===== src/ercl_pkg.sv =====
// ercl_pkg: types and constants shared by the event report coalescer modules
// no dependencies; imported by ercl_table, ercl_out_reg and event_report_coalescer_core
package ercl_pkg;

  localparam int TIME_W     = 48;
  localparam int COUNT_W    = 32;
  localparam int INTERVAL_W = 32;
  localparam int EVNUM_W    = 5;
  localparam int KIND_W     = 2;

  localparam logic [COUNT_W-1:0]    COUNT_MAX      = {COUNT_W{1'b1}};
  localparam logic [INTERVAL_W-1:0] INTERVAL_RESET = INTERVAL_W'(1000);

  // request types
  localparam logic REQ_EVENT = 1'b0;
  localparam logic REQ_FLUSH = 1'b1;

  // result kinds
  localparam logic [KIND_W-1:0] KIND_REPORT     = 2'd0;
  localparam logic [KIND_W-1:0] KIND_SUPPRESSED = 2'd1;
  localparam logic [KIND_W-1:0] KIND_SUMMARY    = 2'd2;
  localparam logic [KIND_W-1:0] KIND_FLUSH_DONE = 2'd3;

  typedef struct packed {
    logic               req_type;
    logic [EVNUM_W-1:0] event_number;
    logic [TIME_W-1:0]  now_time;
  } req_t;

  typedef struct packed {
    logic [KIND_W-1:0]  result_kind;
    logic [EVNUM_W-1:0] report_number;
    logic [COUNT_W-1:0] repeat_count;
    logic               last;
  } rsp_t;

  // one table entry: pending repeats and time of last report
  typedef struct packed {
    logic [COUNT_W-1:0] repeat_count;
    logic [TIME_W-1:0]  report_time;
  } entry_t;

endpackage


===== src/ercl_table.sv =====
// ercl_table: per-event state memory, one write and one registered read port
// entries without a valid bit read as zero; depends on ercl_pkg
module ercl_table import ercl_pkg::*; #(
  parameter int DEPTH = 32,
  parameter int AW    = 5
) (
  input  logic          clk,
  input  logic          rst,
  input  logic          rd_en,
  input  logic [AW-1:0] rd_addr,
  input  logic          wr_en,
  input  logic [AW-1:0] wr_addr,
  input  entry_t        wr_data,
  output entry_t        rd_data
);

  entry_t             mem [DEPTH];
  logic   [DEPTH-1:0] vld;
  entry_t             rd_raw;
  logic               rd_vld;

  // storage array
  always_ff @(posedge clk) begin
    if (wr_en) begin
      mem[wr_addr] <= wr_data;
    end
    if (rd_en) begin
      rd_raw <= mem[rd_addr];
    end
  end

  // valid bits, cleared at reset
  always_ff @(posedge clk) begin
    if (rst) begin
      vld    <= '0;
      rd_vld <= 1'b0;
    end else begin
      if (wr_en) begin
        vld[wr_addr] <= 1'b1;
      end
      if (rd_en) begin
        rd_vld <= vld[rd_addr];
      end
    end
  end

  assign rd_data = rd_vld ? rd_raw : '0;

endmodule


===== src/ercl_out_reg.sv =====
// ercl_out_reg: result register between the sequencer and the output channel
// depends on ercl_pkg
module ercl_out_reg import ercl_pkg::*; (
  input  logic clk,
  input  logic rst,
  input  logic push,
  input  rsp_t push_data,
  output logic free,
  output logic valid,
  input  logic ready,
  output rsp_t data
);

  // slot can take a new result when empty or being drained
  assign free = !valid || ready;

  always_ff @(posedge clk) begin
    if (rst) begin
      valid <= 1'b0;
    end else if (push) begin
      valid <= 1'b1;
    end else if (ready) begin
      valid <= 1'b0;
    end
  end

  always_ff @(posedge clk) begin
    if (push) begin
      data <= push_data;
    end
  end

endmodule


===== src/event_report_coalescer_core.sv =====
// event_report_coalescer_core: per-event coalescing with timed flush summaries
// in-range event: entry read, then a result pushed once the output register is free
// flush: scans entries from 0 up to the highest event number seen, then pushes a done result;
//   summaries of expired pending entries stall only while the output slot is taken
// one transaction in work at a time; output stalls hold the table read in place
// reset clears the table valid bits at once, no clearing pass; interval resets to 1000
module event_report_coalescer_core import ercl_pkg::*; #(
  parameter int NUM_EVENTS = 32
) (
  input  logic                  clk,
  input  logic                  rst,
  input  logic                  req_valid,
  output logic                  req_ready,
  input  req_t                  req,
  output logic                  rsp_valid,
  input  logic                  rsp_ready,
  output rsp_t                  rsp,
  input  logic                  cfg_valid,
  output logic                  cfg_ready,
  input  logic [INTERVAL_W-1:0] cfg_data
);

  localparam int IDX_W = $clog2(NUM_EVENTS);
  localparam int EXT_W = ((IDX_W > EVNUM_W) ? IDX_W : EVNUM_W) + 1;

  localparam logic [2:0] S_IDLE     = 3'd0;
  localparam logic [2:0] S_EV_EVAL  = 3'd1;
  localparam logic [2:0] S_FL_EVAL  = 3'd2;
  localparam logic [2:0] S_FL_DONE  = 3'd3;

  logic [2:0]            state, state_next;
  logic [IDX_W-1:0]      cur_idx, cur_idx_next;
  logic [TIME_W-1:0]     cur_time, cur_time_next;
  logic [IDX_W-1:0]      highest, highest_next;
  logic [INTERVAL_W-1:0] interval;

  logic             rd_en, wr_en;
  logic [IDX_W-1:0] rd_addr;
  entry_t           wr_data, rd_data;

  logic push, out_free;
  rsp_t push_data;

  logic [EXT_W-1:0] ev_ext, cur_ext;
  logic             in_range;
  logic [IDX_W-1:0] ev_idx;
  logic [TIME_W:0]  deadline;
  logic             expired, pending, req_fire;

  ercl_table #(.DEPTH(NUM_EVENTS), .AW(IDX_W)) u_table (
    .clk     (clk),
    .rst     (rst),
    .rd_en   (rd_en),
    .rd_addr (rd_addr),
    .wr_en   (wr_en),
    .wr_addr (cur_idx),
    .wr_data (wr_data),
    .rd_data (rd_data)
  );

  ercl_out_reg u_out (
    .clk       (clk),
    .rst       (rst),
    .push      (push),
    .push_data (push_data),
    .free      (out_free),
    .valid     (rsp_valid),
    .ready     (rsp_ready),
    .data      (rsp)
  );

  // configuration register
  assign cfg_ready = 1'b1;

  always_ff @(posedge clk) begin
    if (rst) begin
      interval <= INTERVAL_RESET;
    end else if (cfg_valid) begin
      interval <= cfg_data;
    end
  end

  // event number range check and index
  assign ev_ext   = EXT_W'(req.event_number);
  assign in_range = ev_ext < EXT_W'(NUM_EVENTS);
  assign ev_idx   = ev_ext[IDX_W-1:0];
  assign cur_ext  = EXT_W'(cur_idx);

  // expiry test on the entry just read, exact 49-bit compare
  assign deadline = {1'b0, rd_data.report_time} + (TIME_W+1)'(interval);
  assign expired  = {1'b0, cur_time} > deadline;
  assign pending  = rd_data.repeat_count != '0;

  assign req_ready = state == S_IDLE;
  assign req_fire  = req_valid && req_ready;

  // sequencer
  always_comb begin
    state_next    = state;
    cur_idx_next  = cur_idx;
    cur_time_next = cur_time;
    highest_next  = highest;
    rd_en         = 1'b0;
    rd_addr       = cur_idx;
    wr_en         = 1'b0;
    wr_data       = rd_data;
    push          = 1'b0;
    push_data     = '0;
    case (state)
      S_IDLE: begin
        if (req_fire) begin
          cur_time_next = req.now_time;
          if (req.req_type == REQ_FLUSH) begin
            rd_en        = 1'b1;
            rd_addr      = '0;
            cur_idx_next = '0;
            state_next   = S_FL_EVAL;
          end else if (in_range) begin
            rd_en        = 1'b1;
            rd_addr      = ev_idx;
            cur_idx_next = ev_idx;
            if (ev_idx > highest) begin
              highest_next = ev_idx;
            end
            state_next = S_EV_EVAL;
          end
        end
      end
      S_EV_EVAL: begin
        if (out_free) begin
          wr_en                   = 1'b1;
          push                    = 1'b1;
          push_data.report_number = cur_ext[EVNUM_W-1:0];
          push_data.last          = 1'b1;
          if (!pending && expired) begin
            wr_data.report_time   = cur_time;
            push_data.result_kind = KIND_REPORT;
          end else begin
            if (rd_data.repeat_count != COUNT_MAX) begin
              wr_data.repeat_count = rd_data.repeat_count + COUNT_W'(1);
            end
            push_data.result_kind = KIND_SUPPRESSED;
          end
          state_next = S_IDLE;
        end
      end
      S_FL_EVAL: begin
        // stall only when a summary is due and the output slot is taken
        if (!(pending && expired) || out_free) begin
          if (pending && expired) begin
            wr_en                   = 1'b1;
            wr_data                 = '0;
            push                    = 1'b1;
            push_data.result_kind   = KIND_SUMMARY;
            push_data.report_number = cur_ext[EVNUM_W-1:0];
            push_data.repeat_count  = rd_data.repeat_count;
          end
          if (cur_idx == highest) begin
            state_next = S_FL_DONE;
          end else begin
            cur_idx_next = cur_idx + IDX_W'(1);
            rd_en        = 1'b1;
            rd_addr      = cur_idx_next;
          end
        end
      end
      S_FL_DONE: begin
        if (out_free) begin
          push                  = 1'b1;
          push_data.result_kind = KIND_FLUSH_DONE;
          push_data.last        = 1'b1;
          state_next            = S_IDLE;
        end
      end
      default: begin
        state_next = S_IDLE;
      end
    endcase
  end

  // control registers
  always_ff @(posedge clk) begin
    if (rst) begin
      state   <= S_IDLE;
      highest <= '0;
    end else begin
      state   <= state_next;
      highest <= highest_next;
    end
  end

  // working item registers
  always_ff @(posedge clk) begin
    cur_idx  <= cur_idx_next;
    cur_time <= cur_time_next;
  end

endmodule

===== config.mk =====
export PLATFORM = sky130hd
export DESIGN_NAME = event_report_coalescer_core
export DESIGN_NICKNAME = d
export VERILOG_FILES = /design/src/ercl_pkg.sv /design/src/ercl_table.sv /design/src/ercl_out_reg.sv /design/src/event_report_coalescer_core.sv
export SDC_FILE = /design/constraint.sdc
export NUM_CORES = 2
export LEC_CHECK = 0
export BUFFER_PORTS_ARGS = -buffer_cell sky130_fd_sc_hd__buf_2
export CAP_MARGIN = 10
export CORE_ASPECT_RATIO = 1.5
export CORE_MARGIN = 10
export CORE_UTILIZATION = 49
export DETAILED_ROUTE_END_ITERATION = 8
export HOLD_SLACK_MARGIN = 0.1
export PLACE_DENSITY_LB_ADDON = 0.15
export SETUP_SLACK_MARGIN = 0.15
export SLEW_MARGIN = 0
export SYNTH_ARGS = -nofsm -noshare
export SYNTH_HDL_FRONTEND = slang
export SYNTH_SLANG_ARGS = --single-unit

===== constraint.sdc =====
create_clock -name clk -period 35.1 [get_ports clk]
set_input_delay 1.755 -clock clk [delete_from_list [all_inputs] [get_ports clk]]
set_output_delay 1.755 -clock clk [all_outputs]
set_load 0.1 [all_outputs]

Word level (Yosys, flattened, before mapping):

Memories as Yosys holds them, arrays and structs flattened. A register that Yosys moved wholly into a read port is not among the register bits.
Index checks and enable logic that the tools add are counted.

* add/subtract/negate cells: 3
* magnitude comparators: 6
* eq/ne operators: 10
* multiplexer cells: 47
* bitwise logic cells: 2
* reduce and logical (&&, ||, !) cells: 17

Operators with widths (number)
* two-way mux 80 bit: 4
* case mux 80 bit (2 select lines): 1
* two-way mux 39 bit: 2
* two-way mux 32 bit: 2
* adder 48 x 32 -> 49 bit: 1
* greater-than comparator 48 x 49 -> 1 bit: 1
* two-way mux 48 bit: 1
* adder 32 x 1 -> 32 bit, second input constant: 1
* != test 32 bit, second input constant: 1
* bitwise OR 32 bit: 1
* nonzero test 32 bit: 1
* two-way mux 5 bit: 5
* case mux 5 bit (2 select lines): 2
* less-than comparator 5 x 6 -> 1 bit, second input constant: 3
* two-way mux 3 bit: 6
* two-way mux 1 bit: 15
* AND reduction 5 bit: 2
* case mux 3 bit (3 select lines): 1
* == test 3 x 2 -> 1 bit, second input constant: 2
* two-way mux 6 bit: 1
* case mux 1 bit (2 select lines): 3
* case mux 2 bit (3 select lines): 1
* adder 5 x 1 -> 5 bit, second input constant: 1
* binary-select mux 1 bit (select 5 bit): 1
* 18 further kinds: 26

* bits in registers: 167
* memory bits (writable): 2560
* memories: 1

Memories
* u_table.mem: words 32, width 80, read ports 1, clocked after Yosys merged registers in 1, write ports 1, line ercl_table.sv:17 `entry_t mem [DEPTH];`

Longest topological paths before layout:

* word-level depth: 10
* depth in mapped cells: 40
* mapped depth without buffers: 29

Cells and area by module:

Synthesis repeated with hierarchy kept, for this count alone.

* cells, all modules: 5109
* area total of the unflattened synthesis: 110901.4 um^2

Modules (own cells, without submodules)
* ercl_table: instances 1, cells an instance 4070, area each 101147.0 um^2, sequential area each 79936.7 um^2
* event_report_coalescer_core: instances 1, cells an instance 995, area each 8506.9 um^2, sequential area each 2322.2 um^2
* ercl_out_reg: instances 1, cells an instance 44, area each 1247.4 um^2, sequential area each 1221.2 um^2

Worst setup path before layout:

No wires, ideal clock.

* path type: register -> register
* from: register u_table.rd_vld
* to: register u_table.rd_vld
* library setup time: 0.109 ns
* arrival: 12.667 ns
* path slack: 22.324 ns
* stages on the path, launching flop included: 33
* cells stage by stage: dfxtp_1 buf_4 buf_2 buf_2 clkbuf_1 clkbuf_1 clkbuf_1 clkbuf_1 and2_1 ha_1 a21o_1 maj3_2 a21oi_1 o22ai_1 a211oi_1 o21ai_1 a21oi_1 o21bai_1 a2111oi_0 nor3_1 a31o_2 a221oi_1 ha_1 a211oi_1 o21ai_0 nor4b_1 o21ai_0 a211oi_1 o31a_1 a21oi_1 o21ai_0 nand2b_1 o41ai_2

* elaborated cells between the ends (all ways): 13
* those cells by class: add/sub: 1; order compare: 1; mux: 7; reduce/logical: 4

RTL lines
* start: declaration: line ercl_table.sv:20 `logic rd_vld;`
* start signal: assignment: line ercl_table.sv:42 `rd_vld <= vld[rd_addr];`
* two-way mux 80 bit (*): line ercl_table.sv:47 `assign rd_data = rd_vld ? rd_raw : '0;`
* adder 48 x 32 -> 49 bit: line event_report_coalescer_core.sv:90 `assign deadline = {1'b0, rd_data.report_time} + (TIME_W+1)'(interval);`
* greater-than comparator 48 x 49 -> 1 bit: line event_report_coalescer_core.sv:91 `assign expired = {1'b0, cur_time} > deadline;`
* logical AND 1 bit (*): line event_report_coalescer_core.sv:149 `if (!(pending && expired) || out_free) begin`
* zero test 1 bit (*): line event_report_coalescer_core.sv:149
* logical OR 1 bit (*): line event_report_coalescer_core.sv:149
* two-way mux 1 bit (*): line event_report_coalescer_core.sv:149
* case mux 1 bit (2 select lines) (*): line event_report_coalescer_core.sv:109 `case (state)`
* via rd_en: line event_report_coalescer_core.sv:37 `logic rd_en, wr_en;`

Mark *: on every way through the listed nets, which the timed path passes. The rest lies on a longest branch. The select of a mux whose other input is x is not followed.
A chain may end at the register's enable or synchronous reset.

Final worst setup path:

* from: register u_table.rd_vld
* to: register u_table.rd_raw[40] (netlist name)

* word-level cells in the longest chain between the ends: 8
* elaborated cells between the ends (all ways): 11
* those cells by class: add/sub: 1; order compare: 1; mux: 5; reduce/logical: 4

Ends and longest elaborated chain (line)
* two-way mux 80 bit (*): ercl_table.sv:47
* adder 48 x 32 -> 49 bit: event_report_coalescer_core.sv:90
* greater-than comparator 48 x 49 -> 1 bit: event_report_coalescer_core.sv:91
* logical AND 1 bit (*): event_report_coalescer_core.sv:149
* zero test 1 bit (*): event_report_coalescer_core.sv:149
* logical OR 1 bit (*): event_report_coalescer_core.sv:149
* two-way mux 5 bit / two-way mux 1 bit (equally long branches)
* case mux 5 bit (2 select lines) / case mux 1 bit (2 select lines) (equally long branches)

Mark *: on every way between the ends. The rest lies on a longest branch, timed or not.

==> impl_summary.txt <==
----------------------------------------------------
[Outcome]
  Status ... complete, no violations

[Detailed routing]
  Per-cell via count in the routed design ... 6.375
  Overall via count from detail_route ... 67171
  DRC violation count after routing ... 0
  DRC marker count from the first detailed-route iteration ... 8840
  Routed wire length per instance ... 32.51 um
  Detail Route Antenna Nets ... 0
  Number of iterations in the first detailed-routing pass ... 7
  Final wirelength ... 342600 um

[Floorplan]
  Die height ... 608.7 um
  Total core area ... 0.2303 sq mm
  Die area ... 0.2511 sq mm
  I/O pin count ... 134
  Initial Util ... 49.17%
  Floorplan die width ... 412.5 um
  Total number of placement rows ... 216

[Critical path]
  Worst r2r dst ... u_table.rd_raw[40]
  WP data arrival ... 12.58 ns
  Worst-path fanout max ... 120
  Most Frequent Cell on Critical Path ... sky130_fd_sc_hd__buf_4
  Cell with the largest stage delay on the worst path ... sky130_fd_sc_hd__buf_4
  Worst reg-to-reg path cell count ... 32
  CP Class ... reg2reg
  Largest incremental delay on the critical path ... 0.89 ns
  Required time worst endpoint ... 35.66 ns
  Startpoint types ... register
  Element type at the critical path end ... register
  Reg-to-Reg Start ... u_table.rd_vld
  Slack of the worst reg-to-reg path ... 23.08 ns

[Pwr]
  Maximum resistive drop on vdd ... 0.1393 mV
  Switching Fraction ... 38.36%
  Switching power summed over all nets ... 4.404 mW
  Share of power burned in the clock network ... 24.5%
  Relative contribution of sequential cells to total power ... 36.8%
  Overall power after layout ... 11.48 mW
  Combinational power share ... 38.6%
  Lkg Pwr ... 41.65 nW
  Power per cell area ... 91.17 mW/mm^2
  Internal power summed over all cells ... 7.079 mW

[Placed design]
  Final weighted congestion in routability-driven placement ... 0.9068
  Detailed Place HPWL ... 182100 um
  Number of buffer cells added on primary ports ... 132
  Placement Cell Area ... 0.1175 sq mm
  Placement-stage worst setup slack ... 23.20 ns
  Number of cells after detailed placement ... 10051

[STA]
  Hold Fails Final Rpt ... 0
  Worst Clk Skew ... 0.06183 ns
  Hold Worst Slack ... 0.4742 ns
  Transition time at the pin with the least slew margin ... 1.318 ns
  Final setup vio count ... 0
  F_max ... 83.22 MHz
  Final cycle utilization of the critical path ... 34.24%
  Final number of max-transition violations ... 0
  Setup Total Neg Slack ... 0 ns
  Relative max-transition margin ... 12.16%
  Worst setup slack after layout ... 23.08 ns
  Setup repair after global routing missed its margin ... false
  Final period demand of the worst path ... 12.02 ns

[Clocking]
  CTS HTree Levels ... 5
  Clock tree from TritonCTS ... built
  Clock sink count ... 2806
  Clock tree root buffer cell ... sky130_fd_sc_hd__clkbuf_16
  Hold-fix buffer count after cts ... 0
  Clock latency reported for the late side of the worst-skew pair ... 0.87 ns
  Number of cells upsized or downsized after cts ... 0
  Number of buffers created by CTS ... 272
  Bufs on Longest Clock Path ... 4
  Clock slew seen by the registers of the worst setup and hold paths ... 0.06 ns
  Setup bufs post-CTS ... 0

[Final layout]
  Layout Cells excl Fill ... 10537
  Final core occ ... 54.70%
  Area added between synthesis and finish ... 11.25%
  Final instance area ... 0.1260 sq mm
  Layout cell share with drive strength beyond 1 ... 14.73%
  Most used cells in the layout excluding fill and tap cells ... sky130_fd_sc_hd__edfxtp_1 (2728), sky130_fd_sc_hd__nand2_1 (1077), sky130_fd_sc_hd__nand3_1 (1002)
  Most common cell after layout, fill and taps aside ... sky130_fd_sc_hd__edfxtp_1
  # nets final ... 7463

[Global routing]
  Number of antenna violations at the first check in global routing ... 24
  Remaining global-route overflow ... 0
  Number of global-route vias before repair ... 65331
  Global-route wire length before repair ... 482900 um
  Total routing usage reported by global routing ... 26.60%
  Largest net degree at the start of global routing ... 146

[Hold path]
  Terminating pin of the worst hold path ... u_table.vld[26]
  Source of the worst hold timing path ... u_table.vld[26]
  Min-Delay Path Depth ... 2
  Hold Crit Class ... reg2reg

[Logic synthesis]
  YS warnings ... 0
  Fraction of registers with async set or reset after synthesis ... 0%
  Cell variety after synth ... 83
  Nets in the synthesized netlist ... 7322
  Avg Inst Size Synth ... 15.85 sq um
  Netlist Area Pre-Place ... 0.1132 sq mm
  Synthesized instance count ... 7142
  Synth Register Bits ... 2806
  Sequential cell area fraction in the yosys report ... 73.74%
  EDFF count, synth ... 2728
  Most used DFF post-synth ... sky130_fd_sc_hd__edfxtp_1

[Job]
  Count of maximum capacitance violations ... 0

----------------------------------------------------
power groups by stage:
stage | sequential [mW] | clock (mW) | combinational (mW)
after floorplan | 4.24 | 0 | 3.11
after global placement | 4.29 | 0 | 4.38
after detailed placement | 4.29 | 0 | 4.42
after CTS | 4.22 | 2.85 | 4.43
after global routing | 4.23 | 2.97 | 4.76
final | 4.23 | 2.82 | 4.44
how the worst max path moves through the flow:
stage,from,endpoint,slack (ns),cells after the start
floorplan,u_table.rd_vld,u_table.rd_vld,22.32,32
global placement,u_table.rd_vld,u_table.rd_raw[33],23.29,32
detailed placement,u_table.rd_vld,u_table.rd_raw[33],23.20,32
CTS,u_table.rd_vld,u_table.rd_raw[40],23.13,32
global route,u_table.rd_vld,u_table.rd_raw[39],22.22,32
finish,u_table.rd_vld,u_table.rd_raw[40],23.08,32
cell type report:
cell class | count | area [sq um]
Antenna cell | 2 | 5.005
Clock buffer | 332 | 7191
Clock inverter | 142 | 1092
Fill cell | 18211 | 104300
Inverter | 54 | 225.2
Multi-Input combinational cell | 3838 | 27840
Sequential cell | 2806 | 83480
Tap cell | 3052 | 3819
Timing Repair Buffer | 311 | 2290
sequential cells by signal, indices dropped and copies added (netlist names), 2 cells and up:
signal and flops:
u_out.data 40, state 2, u_table.rd_raw 80, interval 32
cur_idx 5, cur_time 48, u_table.mem 2560, u_table.vld 32
highest 5
logic make-up after synthesis:
| group | after synthesis | synth area share, % |
|---|---|---|
| simple gates | 2623 | 10.84 |
| compound gates | 457 | 2.952 |
| mux | 601 | 8.850 |
| other cells | 1 | 0.003312 |
| xor+xnor | 58 | 0.4487 |
| buf+inv | 498 | 2.099 |
| flops | 2806 | 73.74 |
| fa+ha+maj | 98 | 1.072 |
routing by layer:
| metal | vias up | routed length, um | GRT usage, % |
|---|---|---|---|
| met5 | - | 76 | 0 |
| met4 | 10 | 11470 | 8.557 |
| met3 | 658 | 32670 | 4.858 |
| met2 | 3575 | 165000 | 43.09 |
| met1 | 34905 | 133300 | 36.52 |
| li1 | 28023 | - | - |
synth_stat cells, types with 49 or more instances:
| master | count | share of area, % |
|---|---|---|
| sky130_fd_sc_hd__nor2_1 | 169 | 0.56 |
| sky130_fd_sc_hd__and4_1 | 87 | 0.67 |
| sky130_fd_sc_hd__edfxtp_1 | 2728 | 72 |
| sky130_fd_sc_hd__dfxtp_1 | 78 | 1.4 |
| sky130_fd_sc_hd__ha_1 | 88 | 0.97 |
| sky130_fd_sc_hd__a21oi_1 | 94 | 0.42 |
| sky130_fd_sc_hd__and2_1 | 62 | 0.34 |
| sky130_fd_sc_hd__a32oi_1 | 81 | 0.63 |
| sky130_fd_sc_hd__mux4_2 | 320 | 6.4 |
| sky130_fd_sc_hd__mux2i_1 | 281 | 2.5 |
| sky130_fd_sc_hd__clkbuf_1 | 264 | 0.88 |
| sky130_fd_sc_hd__nand4_1 | 108 | 0.60 |
| sky130_fd_sc_hd__nand2_1 | 1078 | 3.6 |
| sky130_fd_sc_hd__inv_1 | 49 | 0.16 |
| sky130_fd_sc_hd__buf_2 | 93 | 0.41 |
| sky130_fd_sc_hd__nand3_1 | 1002 | 4.4 |
critical path, delay by kind of cell, from the launching register on:
family / cells / cell delay (ns)
flip-flops: 1 / 0.78
AO/OA/AOI/OAI: 17 / 4.30
AND/OR/NAND/NOR: 6 / 1.15
buffers and inverters: 5 / 3.68
adder cells (fa/ha/maj): 3 / 0.93
multiplexers: 1 / 0.61
Power figures use the tool's default switching activity.
